## config.mk

```make
export PLATFORM = sky130hd
export DESIGN_NAME = xml_char_reference_decoder
export DESIGN_NICKNAME = d
export VERILOG_FILES = /design/src/rtl/core/xcr_pkg.sv /design/src/rtl/core/xml_char_reference_decoder.sv
export SDC_FILE = /design/constraint.sdc
export NUM_CORES = 1
export LEC_CHECK = 0
export BUFFER_PORTS_ARGS = -buffer_cell sky130_fd_sc_hd__buf_4
export CAP_MARGIN = 5
export CORE_MARGIN = 3
export CORE_UTILIZATION = 63
export CTS_CLUSTER_SIZE = 14
export DETAILED_ROUTE_END_ITERATION = 8
export PLACE_DENSITY = 0.88
export SLEW_MARGIN = 20
export SYNTH_ARGS = -nofsm -noshare
export SYNTH_HDL_FRONTEND = slang
export SYNTH_SLANG_ARGS = --single-unit
```

## constraint.sdc

```tcl
create_clock -name clk_i -period 7.75 [get_ports clk_i]
set_clock_uncertainty 0.05 [all_clocks]
set_input_delay 0.775 -clock clk_i [delete_from_list [all_inputs] [get_ports clk_i]]
set_output_delay 0.775 -clock clk_i [all_outputs]
set_load 0.01 [all_outputs]
```

## src/rtl/core/xcr_pkg.sv

```systemverilog
package xcr_pkg;

  // Input word: one byte of an entity body
  typedef struct packed {
    logic [7:0] entity_char;
    logic       has_char;
    logic       is_last;
  } in_word_t;

  // Output word: one UTF-8 byte or one error
  typedef struct packed {
    logic [7:0] out_byte;
    logic [2:0] err_code;
    logic       last_byte;
  } out_word_t;

  typedef enum logic [2:0] {
    ErrNone      = 3'd0,
    ErrName      = 3'd1,
    ErrEmpty     = 3'd2,
    ErrDigit     = 3'd3,
    ErrOverflow  = 3'd4,
    ErrCodePoint = 3'd5
  } err_e;

  localparam int unsigned NumNames = 5;
  localparam int unsigned ValW     = 21;
  localparam int unsigned AccW     = 25;

  localparam logic [ValW-1:0] CodeMax   = 21'h10FFFF;
  localparam logic [ValW-1:0] SurrLo    = 21'h00D800;
  localparam logic [ValW-1:0] SurrHi    = 21'h00DFFF;
  localparam logic [ValW-1:0] Max1Byte  = 21'h00007F;
  localparam logic [ValW-1:0] Max2Byte  = 21'h0007FF;
  localparam logic [ValW-1:0] Max3Byte  = 21'h00FFFF;

  localparam logic [7:0] ChHash = 8'h23;
  localparam logic [7:0] ChLowX = 8'h78;
  localparam logic [7:0] ChUpX  = 8'h58;
  localparam logic [7:0] Ch0    = 8'h30;
  localparam logic [7:0] Ch9    = 8'h39;
  localparam logic [7:0] ChLowA = 8'h61;
  localparam logic [7:0] ChLowF = 8'h66;
  localparam logic [7:0] ChUpA  = 8'h41;
  localparam logic [7:0] ChUpF  = 8'h46;

  // Named entities, index 0..4: amp, lt, gt, quot, apos
  localparam logic [NumNames-1:0][3:0][7:0] NameText = {
    {8'h73, 8'h6F, 8'h70, 8'h61},   // apos
    {8'h74, 8'h6F, 8'h75, 8'h71},   // quot
    {8'h00, 8'h00, 8'h74, 8'h67},   // gt
    {8'h00, 8'h00, 8'h74, 8'h6C},   // lt
    {8'h00, 8'h70, 8'h6D, 8'h61}    // amp
  };
  localparam logic [NumNames-1:0][2:0] NameLen = {3'd4, 3'd4, 3'd2, 3'd2, 3'd3};
  localparam logic [NumNames-1:0][7:0] NameOut = {8'h27, 8'h22, 8'h3E, 8'h3C, 8'h26};

endpackage

```

## src/rtl/core/xml_char_reference_decoder.sv

```systemverilog
// XML character reference decoder.
// Input channel (in_valid_i / in_stall_o / in_word_i): one byte of an entity
// body per word, is_last on the final one; has_char 0 with is_last ends the
// entity without adding a byte.
// Output channel (out_valid_o / out_stall_i / out_word_o): the UTF-8 bytes of
// the decoded character, 1 to 4 words, or one error word; last_byte marks the
// final word of the entity.
// The first result word is valid the cycle after the ending word is
// accepted. Throughput: one input word per cycle unless an ending word is
// stalled; the parse state updates in the accepting cycle. Results leave a
// 4-entry result buffer at one word per cycle, so an ending word waits until
// the previous entity's results are down to the one being taken; non-ending
// words are never held. When the receiver stalls, the current result word
// holds and further ending words are stalled once the buffer is occupied.
// Reset clears the parse state (all names live, decimal mode, no error) and
// empties the result buffer.
module xml_char_reference_decoder
  import xcr_pkg::*;
(
  input  logic      clk_i,
  input  logic      rst_ni,
  input  logic      in_valid_i,
  output logic      in_stall_o,
  input  in_word_t  in_word_i,
  output logic      out_valid_o,
  input  logic      out_stall_i,
  output out_word_t out_word_o
);

  // parse state
  logic [2:0]          cnt_q, cnt_d;
  logic [NumNames-1:0] cand_q, cand_d;
  logic                num_q, num_d;
  logic                hex_q, hex_d;
  logic [ValW-1:0]     val_q, val_d;
  err_e                serr_q, serr_d;

  // result buffer
  logic [7:0] buf_q [4];
  err_e       oerr_q;
  logic [2:0] ocnt_q;
  logic [1:0] idx_q;

  // per-word working values
  logic                in_acc, take, done, out_take, buf_free;
  logic [7:0]          c;
  logic [2:0]          pos, t_cnt;
  logic [NumNames-1:0] t_cand;
  logic                t_num, t_hex;
  logic [ValW-1:0]     t_val;
  err_e                t_err;
  logic                dig_ok;
  logic [3:0]          dig;
  logic [AccW-1:0]     nxt;
  logic                name_hit;
  logic [7:0]          name_byte;
  err_e                res_err;
  logic [2:0]          res_n;
  logic [7:0]          res_b [4];

  assign out_take    = out_valid_o && !out_stall_i;
  assign buf_free    = (ocnt_q == 3'd0) || (ocnt_q == 3'd1 && !out_stall_i);
  assign in_stall_o  = in_word_i.is_last && !buf_free;
  assign in_acc      = in_valid_i && !in_stall_o;
  assign take        = in_acc && in_word_i.has_char;
  assign done        = in_acc && in_word_i.is_last;
  assign c           = in_word_i.entity_char;
  assign pos         = cnt_q;

  // digit decode in the current base
  always_comb begin
    dig_ok = 1'b1;
    dig    = 4'd0;
    if (c inside {[Ch0:Ch9]}) begin
      dig = 4'(c - Ch0);
    end else if (hex_q && (c inside {[ChLowA:ChLowF]})) begin
      dig = 4'(c - ChLowA + 8'd10);
    end else if (hex_q && (c inside {[ChUpA:ChUpF]})) begin
      dig = 4'(c - ChUpA + 8'd10);
    end else begin
      dig_ok = 1'b0;
    end
  end

  // accumulator: times 16 is a shift, times 10 is two shifted adds
  always_comb begin
    if (hex_q) begin
      nxt = {val_q, 4'b0000} + AccW'(dig);
    end else begin
      nxt = AccW'({val_q, 3'b000}) + AccW'({val_q, 1'b0}) + AccW'(dig);
    end
  end

  // state after taking this byte
  always_comb begin
    t_cnt  = cnt_q;
    t_cand = cand_q;
    t_num  = num_q;
    t_hex  = hex_q;
    t_val  = val_q;
    t_err  = serr_q;
    if (take) begin
      for (int k = 0; k < NumNames; k++) begin
        if (!(pos < NameLen[k] && NameText[k][pos[1:0]] == c)) begin
          t_cand[k] = 1'b0;
        end
      end
      if (pos == 3'd0 && c == ChHash) begin
        t_num = 1'b1;
      end else if (num_q && serr_q == ErrNone) begin
        if (pos == 3'd1 && (c == ChLowX || c == ChUpX)) begin
          t_hex = 1'b1;
        end else if (!dig_ok) begin
          t_err = ErrDigit;
        end else if (nxt > AccW'(CodeMax)) begin
          t_err = ErrOverflow;
        end else begin
          t_val = nxt[ValW-1:0];
        end
      end
      t_cnt = (pos < 3'd7) ? pos + 3'd1 : 3'd7;
    end
  end

  // named entity match at the end
  always_comb begin
    name_hit  = 1'b0;
    name_byte = 8'h00;
    for (int k = 0; k < NumNames; k++) begin
      if (!name_hit && t_cand[k] && NameLen[k] == t_cnt) begin
        name_hit  = 1'b1;
        name_byte = NameOut[k];
      end
    end
  end

  // final checks and UTF-8 encode
  always_comb begin
    res_err = ErrNone;
    res_n   = 3'd1;
    for (int i = 0; i < 4; i++) begin
      res_b[i] = 8'h00;
    end
    if (name_hit) begin
      res_b[0] = name_byte;
    end else begin
      if (t_num && t_cnt >= 3'd2) begin
        if (t_err != ErrNone) begin
          res_err = t_err;
        end else if (t_hex && t_cnt == 3'd2) begin
          res_err = ErrEmpty;
        end else if (t_val == '0 || t_val > CodeMax ||
                     (t_val >= SurrLo && t_val <= SurrHi)) begin
          res_err = ErrCodePoint;
        end
      end else begin
        res_err = ErrName;
      end
      if (res_err != ErrNone) begin
        res_n = 3'd1;
      end else if (t_val <= Max1Byte) begin
        res_b[0] = {1'b0, t_val[6:0]};
      end else if (t_val <= Max2Byte) begin
        res_n    = 3'd2;
        res_b[0] = {3'b110, t_val[10:6]};
        res_b[1] = {2'b10, t_val[5:0]};
      end else if (t_val <= Max3Byte) begin
        res_n    = 3'd3;
        res_b[0] = {4'b1110, t_val[15:12]};
        res_b[1] = {2'b10, t_val[11:6]};
        res_b[2] = {2'b10, t_val[5:0]};
      end else begin
        res_n    = 3'd4;
        res_b[0] = {5'b11110, t_val[20:18]};
        res_b[1] = {2'b10, t_val[17:12]};
        res_b[2] = {2'b10, t_val[11:6]};
        res_b[3] = {2'b10, t_val[5:0]};
      end
    end
  end

  // next parse state: cleared after every entity
  always_comb begin
    if (done) begin
      cnt_d  = 3'd0;
      cand_d = '1;
      num_d  = 1'b0;
      hex_d  = 1'b0;
      val_d  = '0;
      serr_d = ErrNone;
    end else begin
      cnt_d  = t_cnt;
      cand_d = t_cand;
      num_d  = t_num;
      hex_d  = t_hex;
      val_d  = t_val;
      serr_d = t_err;
    end
  end

  always_ff @(posedge clk_i or negedge rst_ni) begin
    if (!rst_ni) begin
      cnt_q  <= 3'd0;
      cand_q <= '1;
      num_q  <= 1'b0;
      hex_q  <= 1'b0;
      val_q  <= '0;
      serr_q <= ErrNone;
    end else begin
      cnt_q  <= cnt_d;
      cand_q <= cand_d;
      num_q  <= num_d;
      hex_q  <= hex_d;
      val_q  <= val_d;
      serr_q <= serr_d;
    end
  end

  // result buffer control
  always_ff @(posedge clk_i or negedge rst_ni) begin
    if (!rst_ni) begin
      ocnt_q <= 3'd0;
      idx_q  <= 2'd0;
    end else if (done) begin
      ocnt_q <= res_n;
      idx_q  <= 2'd0;
    end else if (out_take) begin
      ocnt_q <= ocnt_q - 3'd1;
      idx_q  <= idx_q + 2'd1;
    end
  end

  // result buffer payload
  always_ff @(posedge clk_i) begin
    if (done) begin
      for (int i = 0; i < 4; i++) begin
        buf_q[i] <= res_b[i];
      end
      oerr_q <= res_err;
    end
  end

  assign out_valid_o          = (ocnt_q != 3'd0);
  assign out_word_o.out_byte  = buf_q[idx_q];
  assign out_word_o.err_code  = oerr_q;
  assign out_word_o.last_byte = (ocnt_q == 3'd1);

  // checks
  a_ocnt_range: assert property (@(posedge clk_i) disable iff (!rst_ni)
    ocnt_q <= 3'd4)
    else $error("result count out of range");

  a_err_single: assert property (@(posedge clk_i) disable iff (!rst_ni)
    (out_valid_o && out_word_o.err_code != ErrNone) |-> ocnt_q == 3'd1)
    else $error("error result not single");

  a_stall_busy: assert property (@(posedge clk_i) disable iff (!rst_ni)
    in_stall_o |-> out_valid_o)
    else $error("input stalled with empty buffer");

  a_clear_end: assert property (@(posedge clk_i) disable iff (!rst_ni)
    done |=> (cnt_q == 3'd0 && cand_q == '1 && serr_q == ErrNone))
    else $error("parse state not cleared after entity");

  a_drain: assert property (@(posedge clk_i) disable iff (!rst_ni)
    (out_take && ocnt_q > 3'd1) |=> out_valid_o)
    else $error("result words dropped");

endmodule

```

# Word-level counts from Yosys, hierarchy flattened
# Memory sizes are Yosys's and may differ from the RTL's.
# Index checks and enable logic that the tools add are counted.
[word_totals]
input_bits = 14
register_bits = 42
memories = 1
word_cells = 188
ramBits = 32
[classes]
n_eq_ne = 14
mux = 84
n_reduce_logical = 50
addsub = 11
n_lt_le_gt_ge = 19
[mem_list]
columns = ["name", "depth", "width", "read_ports", "rd_clocked_by_memory_dff", "write_ports", "line_no", "source"]
rows = [
  ["buf_q", 4, 8, 1, 0, 4, "xml_char_reference_decoder.sv:39", "logic [7:0] buf_q [4];"],
]
[op_table]
columns = ["operator", "n"]
rows = [
  ["$mux 21", 8],
  ["$mux 8", 12],
  ["$bmux 8 s2", 5],
  ["$mux 3", 22],
  ["$add 25x4->25", 2],
  ["$mux 24", 2],
  ["$le 21x16->1 const B", 2],
  ["$eq 8x8->1", 5],
  ["$mux 32", 1],
  ["$logic_and 1x1->1", 31],
  ["$add 24x22->25", 1],
  ["$gt 25x21->1 const B", 1],
  ["$mux 25", 1],
  ["$mux 1", 23],
  ["$ge 21x16->1 const B", 1],
  ["$gt 21x21->1 const B", 1],
  ["$le 21x11->1 const B", 1],
  ["$le 21x7->1 const B", 1],
  ["$logic_not 21->1", 1],
  ["$eq 8x7->1 const B", 2],
  ["$ge 8x7->1 const B", 2],
  ["$le 8x7->1 const B", 2],
  ["$mux 16", 1],
  ["$mux 14", 1],
  ["25 further kinds", 49],
]

# Depth between registers and ports, before layout
# Gate-level depths: netlist (run 1).
[logic_depth]
ltp_word = 33
mapped_depth = 23
mapped_depth_nobuf = 20

# Worst setup path after synthesis (run 1)
# Ideal clock, no wire load.
[synth_timing]
path_kind = "input-to-reg"
start = "in in_word_i[3] in the netlist's numbering"
end = "mem buf_q[0][1] (data pin)"
t_arrival_ps = 5597
slack_ps = 1839
setup_time_ps = 265
stages = 21
path_buffers = 3
path_cell_list = "clkbuf_1 -> inv_1 -> ha_1 -> or3b_1 -> and4_1 -> nor2_2 -> nor2_1 -> fa_1 -> fa_1 -> a211oi_2 -> o211ai_2 -> a31oi_2 -> mux2_2 -> nor2_1 -> o31a_2 -> o21ai_1 -> and2_1 -> buf_6 -> o41ai_4 -> buf_6 -> a2bb2oi_2"
[synth_lines]
columns = ["element", "line_no", "source"]
rows = [
  ["start, declared", "xml_char_reference_decoder.sv:24", "input in_word_t in_word_i,"],
  ["end, declared", "xml_char_reference_decoder.sv:39", ""],
]

==> results of run 1 <==
==> Yosys cell counts (9+ instances only) <==
library cell and count:
ha_1 52, xor2_1 11, nand4_1 14, xnor2_1 14
a21oi_1 43, and2_1 16, dfrtp_1 34, nand3_1 29
o211ai_1 10, buf_2 12, nand2_1 61, nor4_1 10
inv_1 25, a211oi_1 9, clkbuf_1 17, nor3_1 21
o21ai_0 31, nand2b_1 10, nor2_1 55, o21ai_1 10
edfxtp_1 31, mux2_2 16, mux2i_1 21
==> logic make-up (layout without fill, tap and decap cells) <==
kind of cell | Yosys count | count (layout) | synth area share [%]
buf+inv | 63 | 73 | 4.29
compound gates | 221 | 221 | 25.5
flops | 70 | 70 | 27.9
xor+xnor | 25 | 25 | 3.19
simple gates | 274 | 274 | 21.2
fa+ha+maj | 54 | 54 | 10.1
mux | 44 | 44 | 7.86
==> power by group through the flow <==
stage	clock network, W	logic (W)	registers [W]
global route	0.000350	0.000427	0.000511
detailed placement	0	0.000382	0.000510
CTS	0.000333	0.000386	0.000502
global placement	0	0.000368	0.000505
floorplan	0	0.000293	0.000468
finish	0.000334	0.000388	0.000502
==> layout make-up <==
class,instances,area share (%)
repair buffers,30,3.09
inverters,27,1.39
well taps,136,2.34
clock buffers,11,2.23
flip-flops and latches,70,26.3
clock inverters,5,0.859
multi-input cells,618,63.8
==> state kept, by name (all words and copies together) (netlist names) <==
| signal | cells |
|---|---|
| ocnt_q | 3 |
| cnt_q | 3 |
| val_q | 21 |
| buf_q | 28 |
| serr_q | 3 |
| num_q | 1 |
| hex_q | 1 |
| oerr_q | 3 |
| idx_q | 2 |
| cand_q | 5 |
==> worst max-delay path: cells and delay by family <==
kind	cells	cell delay, ns
AO/OA/AOI/OAI	7	2.57
AND/OR/NAND/NOR	7	1.78
adder cells (fa/ha/maj)	3	1.22
buffers and inverters	2	0.23
==> layout by cell type, fill, tap and decap left out, types with 11 or more instances in the layout <==
cell      synthesis  layout
xor2_1           11      11
o21ai_0          31      31
nand2_1          61      61
inv_1            25      25
nand3_1          29      29
ha_1             52      52
mux2_2           16      16
nor3_1           21      21
xnor2_1          14      14
nand4_1          14      14
a21oi_1          43      43
dfrtp_1          34      34
edfxtp_1         31      31
and2_1           16      16
nor2_1           55      55
mux2i_1          21      21
buf_4             3      30
==> through the flow <==
stage               power (W)  cell area (um2)
floorplan            0.000761             6860
global placement     0.000873             7060
detailed placement   0.000892             7060
CTS                   0.00122             7290
global route          0.00129             7290
finish                0.00122             7290
==> routing by layer <==
metal	share of wire, %	vias up	global-route usage, %
met1	40	3013	42.4
met4	3.6	0	11.7
met2	49	305	58.2
met5	0	-	0
met3	6.9	54	4.89
li1	-	2907	-
==> path summary, 6_finish.rpt <==
check	end	cells after the start
max	buf_q[0][2]	19
min	ocnt_q[2]	1
max reg2reg	buf_q[0][2]	16
min reg2reg	cand_q[2]	2
max in group asynchronous	val_q[15]	1
min in group clk_i	cand_q[2]	2
==> out/results.env, run 1 <==
STATUS='completed'
CLK_TRANSITION_REPORTED_PATHS_NS=0.09
YOSYS.AREA.TOP_TYPE='edfxtp_1'
NETLIST.AREA_LEADER.SHARE_PCT=13.6
POSTSYNTHNETCOUNT=819
CLOCK_INSERTION_DELAY_WORST_SKEW_NS=0.36
SYNTHARSTFLOPSHARE_PCT=55.7
FINAL-INSTANCE-COUNT-EXCL-FILL=897
WIRE_LENGTH_OF_THE_FIRST_GLOBAL_ROUTING_PASS_MM=31.5
SETUP_TOTAL_NEGATIVE_SLACK_NS=0
DIODES=0
DRV_CAP=0
SYNTH_AREA_LEADERS='edfxtp_1 14%, dfrtp_1 12%, ha_1 9.5%, nand2_1 3.3%, a21oi_1 3.1%'
FINAL_PERIOD_MINUS_WORST_SETUP_SLACK_NS=6.56
POWER_PER_CELL_AREA_nW_PER_UM2=168
NUMCLOCKSINKS=70
FIRST_ITER_VIOLATIONS=512
TIGHTEST_SLEW_NS=0.921
SYNTH_SEQ_AREA_SHARE_PCT=27.9
SYNTHESIS.AREA_PER_INSTANCE_UM2=9.13
HTREE_LEVELS=3
DIE_AREA_UM2=12200
FINALWIRELENGTH_MM=19.7
CP-STARTPOINT='in_word_i[3]'
INTERNAL_REG_TO_REG_SETUP_SLACK_NS=2.04
PLACE_WORST_SETUP_SLACK_NS=0.866
SYNTHDISTINCTLIBCELLS=102
GRT_OVERFLOW_TOTAL=0
WORST-ENDPOINT-ARRIVAL_NS=6.58
TIMING.FINAL.CRIT_SHARE_PCT=84.6
GRT_SETUP_UNREPAIRED='false'
GRT_UTIL_ALL_LAYERS_PCT=33.5
CTS_RESIZED=0
CLOCK-ROOT-BUFFER='clkbuf_8'
WORST_PATH_CELL_TRACE='buf_4 > inv_1 > ha_1 > or3b_1 > and4_1 > nor2_2 > nor2_1 > fa_1 > fa_1 > a211oi_2 > o211ai_2 > a41o_1 > a211o_1 > and3_1 > a2111oi_2 > nand3_1 > and2_1 > o41ai_4 > o211ai_1'
PLACE.PORT_BUFFERS=27
PWR-SHARE-COMB_PCT=31.7
SYN_TO_FINAL_GROWTH_PCT=6.24
TRITONCTS='yes'
FLOORPLAN.DIE.HEIGHT_UM=110
WORST-PATH-MAX-FANOUT=14
FILL_CELLS=835
FF_LATCH_AREA_UM2=1910
POWER.LEAKAGE_nW=3.00
PEAKVDDDROP_mV=0.206
FOOTPRINT_OF_THE_MULTI_INPUT_GATES_UM2=4650
FLOORPLAN.INITIALDENSITY_PCT=65.5
DETAILEDROUTE.FIRSTPASSITERATIONCOUNT=5
ELEMENT_TYPE_AT_THE_CRITICAL_PATH_START='input pin'
REG2REG_FROM='hex_q'
ROUTED_WIRE_LENGTH_PER_INSTANCE_UM=21.9
WORST_SLEW_SLACK_AS_A_FRACTION_OF_ITS_LIMIT_PCT=37.6
TRITONCTS.NUM_BUFFERS=9
POST_SYNTHESIS_SEQUENTIAL_ELEMENT_COUNT=70
DETAIL_ROUTE.DRC_VIOLATIONS=0
CP-END-KIND='register'
SLOWEST_STAGE='o41ai_4'
DRIVE_ABOVE_1_SHARE_PCT=17.9
FIN_WORST_HOLD_SLACK_NS=0.325
GRT_ANTENNA_BEFORE_REPAIR=0
POSTSYNTHCELLCOUNT=751
MAPPEDNETLISTAREA_UM2=6860
POWER_SWITCHING_SHARE_PCT=34.9
WORST_SETUP_PATH_TYPE='input pin to register'
ENDPOINTS_FAILING_SETUP=0
SEQPWRFRAC_PCT=41.0
NUM_ROWS=37
POWER.SHARE.CLOCK_PCT=27.3
CTS_HOLD_BUF=0
CRIT_PATH_FREQUENT_CELL='fa_1'
MAX_FREQ_MHz=153
WORST_EP_REQUIRED_TIME_NS=7.77
VIAS=6279
NUMBER_OF_SLEW_LIMIT_VIOLATIONS_IN_THE_FINAL_REPORT=0
WORST_PATH_LARGEST_CELL_DELAY_NS=0.89
CORE_AREA_UM2=10500
YOSYSWARNINGS=0
FINAL.SETUP.WORST_SLACK_NS=1.19
CLOCKBUFFERDEPTH=2
GP_CONGESTION=0.961
DP_CELLS=881
NUMBER_OF_SYNTHESIZED_FLOPS_WITH_AN_ENABLE_PIN=31
REPORT.FINAL.HOLD_VIOL_COUNT=0
FINAL_NET_COUNT=824
NETSWITCHINGPOWER_W=0.000428
ANTENNA_VIOLATING_NETS_POST_ROUTE=0
UTILIZATION_PCT=69.6
FLOORPLAN.IO_PINS=28
NUMBER_OF_GLOBAL_ROUTE_VIAS_BEFORE_REPAIR=6128
HOLD_PATH.CLASS='input pin to async pin'
SYNTH_FF_TYPE='dfrtp_1'
AVGVIACOUNTPERCELL=7.00
DIE_X_UM=110
GRT_MAX_DEGREE=47
POWER_REPORT.INTERNAL_TOTAL_W=0.000796
HPWL_AFTER_DETAILED_PLACEMENT_MM=15.1
CTS_POST_SETUP_BUFFERS_INSERTED=0
No activity file was read; power rests on OpenSTA's default activity.
==> run 2, diff against run 1 <==
- clock period: 7.75 -> 6.2 ns (I/O delays scaled with it)
==> out/results.env, run 2 (same netlist as run 1, synthesis figures left out) <==
STATUS='completed'
DRV_CAP=0
TIMING.FINAL.CRIT_SHARE_PCT=94.7
TOP_USAGE_LAYER='met2'
GRT_USE_MET3_PCT=9.61
CTS_POST_SETUP_BUFFERS_INSERTED=0
CLOCK-ROOT-BUFFER='clkbuf_8'
WORST-PATH-MAX-FANOUT=10
WIRE_LENGTH_OF_THE_FIRST_GLOBAL_ROUTING_PASS_MM=31.5
GRT_OVERFLOW_TOTAL=0
WORST_SETUP_PATH_TYPE='input pin to register'
SETUP_TOTAL_NEGATIVE_SLACK_NS=0
SEQPWRFRAC_PCT=43.0
POWER_REPORT.INTERNAL_TOTAL_W=0.000941
CTS_HOLD_BUF=0
TRITONCTS='yes'
GP_CONGESTION=1.03
FIN_WORST_HOLD_SLACK_NS=0.177
LAYOUT_TOP_REGISTERS='buf_q: 28 flops, val_q: 21 flops, cand_q: 5 flops'
DIE_AREA_UM2=12200
SYN_TO_FINAL_GROWTH_PCT=7.44
NUM_ROWS=37
CLK_TRANSITION_REPORTED_PATHS_NS=0.08
GRT_ANTENNA_BEFORE_REPAIR=0
ENDPOINTS_FAILING_SETUP=0
REG2REG_FROM='hex_q'
POWER.SHARE.CLOCK_PCT=24.3
CTS_RESIZED=0
DIODES=0
PEAKVDDDROP_mV=0.299
GRT_MAX_DEGREE=43
CP-STARTPOINT='in_word_i[3]'
PLACE.PORT_BUFFERS=27
NETSWITCHINGPOWER_W=0.000528
ELEMENT_TYPE_AT_THE_CRITICAL_PATH_START='input pin'
FINAL_NET_COUNT=838
REGISTERS.TOP_BY_FF_COUNT='buf_q'
FLOORPLAN.INITIALDENSITY_PCT=65.5
CLOCK_INSERTION_DELAY_WORST_SKEW_NS=0.36
POWER_SWITCHING_SHARE_PCT=35.9
DIE_X_UM=110
VIAS=6404
GRT_SETUP_UNREPAIRED='false'
DRIVE_ABOVE_1_SHARE_PCT=19.2
MAX_FREQ_MHz=170
DETAILEDROUTE.FIRSTPASSITERATIONCOUNT=6
FIRST_ITER_VIOLATIONS=482
PWR-SHARE-COMB_PCT=32.7
FIN_AREA_UM2=7370
GRT_UTIL_ALL_LAYERS_PCT=34.0
WORST-ENDPOINT-ARRIVAL_NS=5.90
GRT_UTIL_MET1_PCT=42.1
WORST_SLEW_SLACK_AS_A_FRACTION_OF_ITS_LIMIT_PCT=35.4
FINAL_COMMON_CELL='nand2_1'
POWER_PER_CELL_AREA_nW_PER_UM2=199
FINAL_PERIOD_MINUS_WORST_SETUP_SLACK_NS=5.87
TIGHTEST_SLEW_NS=0.963
POWER.LEAKAGE_nW=3.06
PLACE_AREA_UM2=7180
DETAIL_ROUTE.DRC_VIOLATIONS=0
FLOORPLAN.IO_PINS=28
TRITONCTS.NUM_BUFFERS=9
FINALWIRELENGTH_MM=20.1
FLOORPLAN.DIE.HEIGHT_UM=110
CLOCKBUFFERDEPTH=2
GROUTE.LAYER.MET2.USAGE_PCT=55.6
HPWL_AFTER_DETAILED_PLACEMENT_MM=15.5
ANTENNA_VIOLATING_NETS_POST_ROUTE=0
NUMBER_OF_SLEW_LIMIT_VIOLATIONS_IN_THE_FINAL_REPORT=0
WORST_EP_REQUIRED_TIME_NS=6.23
HTREE_LEVELS=3
CP-END-KIND='register'
NUMBER_OF_GLOBAL_ROUTE_VIAS_BEFORE_REPAIR=6052
REPORT.FINAL.HOLD_VIOL_COUNT=0
AVGVIACOUNTPERCELL=7.03
CORE_AREA_UM2=10500
LAYOUT_COMMON_CELLS='61 x nand2_1, 55 x nor2_1, 52 x ha_1'
NUMCLOCKSINKS=70
ROUTED_WIRE_LENGTH_PER_INSTANCE_UM=22.1
HOLD_PATH.CLASS='input pin to async pin'
LARGEST_REGISTER_FF_COUNT=28
FILL_CELLS=833
==> run 2: worst paths after layout <==
kind | end | slack [ns] | cells past startpoint
worst max-delay path | buf_q[1][2] | 0.33 | 20
worst min-delay path | ocnt_q[2] | 0.18 | 1
worst max register to register | buf_q[1][2] | 0.97 | 16
worst min register to register | cand_q[1] | 0.46 | 2
max in group asynchronous | val_q[15] | 5.54 | 1
min in group clk_i | cand_q[1] | 0.46 | 2
==> run 2: layer usage <==
| layer | up-vias | share of wire [%] |
|---|---|---|
| met5 | - | 0 |
| met4 | 0 | 4.3 |
| met3 | 68 | 8.7 |
| met2 | 308 | 47 |
| met1 | 3098 | 40 |
| li1 | 2930 | - |
==> run 2: layout make-up <==
class                      count  area [um2]  share of cell area, %
clock inverter                 6        41.3                  0.560
inverter                      27         101                   1.38
multi-input combinational    618        4650                   63.1
tap                          136         170                   2.31
clock buffer                  10         149                   2.02
timing repair buffer          44         343                   4.65
sequential                    70        1910                   26.0
==> run 2: power groups by stage <==
stage / Sequential, W / Clock, W / Combinational [W]
floorplan: 0.000585 / 0 / 0.000367
global placement: 0.000634 / 0 / 0.000462
detailed placement: 0.000642 / 0 / 0.000474
CTS: 0.000631 / 0.000360 / 0.000476
global route: 0.000642 / 0.000380 / 0.000528
finish: 0.000632 / 0.000356 / 0.000480
==> run 2: through the flow <==
step / total power (W) / setup WS, ns / util, % / instances
floorplan: 0.000952 / 0.444 / - / 751
global placement: 0.00110 / 0.222 / 68.6 / 895
detailed placement: 0.00112 / 0.0496 / 68.6 / 895
CTS: 0.00147 / 0.429 / 70.4 / 911
global route: 0.00155 / 0.0425 / 70.4 / 911
finish: 0.00147 / 0.331 / 70.4 / 911
==> run 2: critical path: stages <==
cell and delay [ns]:
buf_4 0.15, inv_1 0.08, ha_1 0.20, or3b_1 0.37, and4_1 0.23, nor2_2 0.15, nor2_1 0.10, fa_1 0.50
ha_1 0.35, a211oi_2 0.35, o21ai_2 0.17, a22oi_1 0.40, a311o_1 0.28, o22ai_2 0.13, nor4_1 0.46, mux2i_1 0.25
and2_1 0.28, buf_4 0.19, o31ai_4 0.54, a211oi_1 0.08
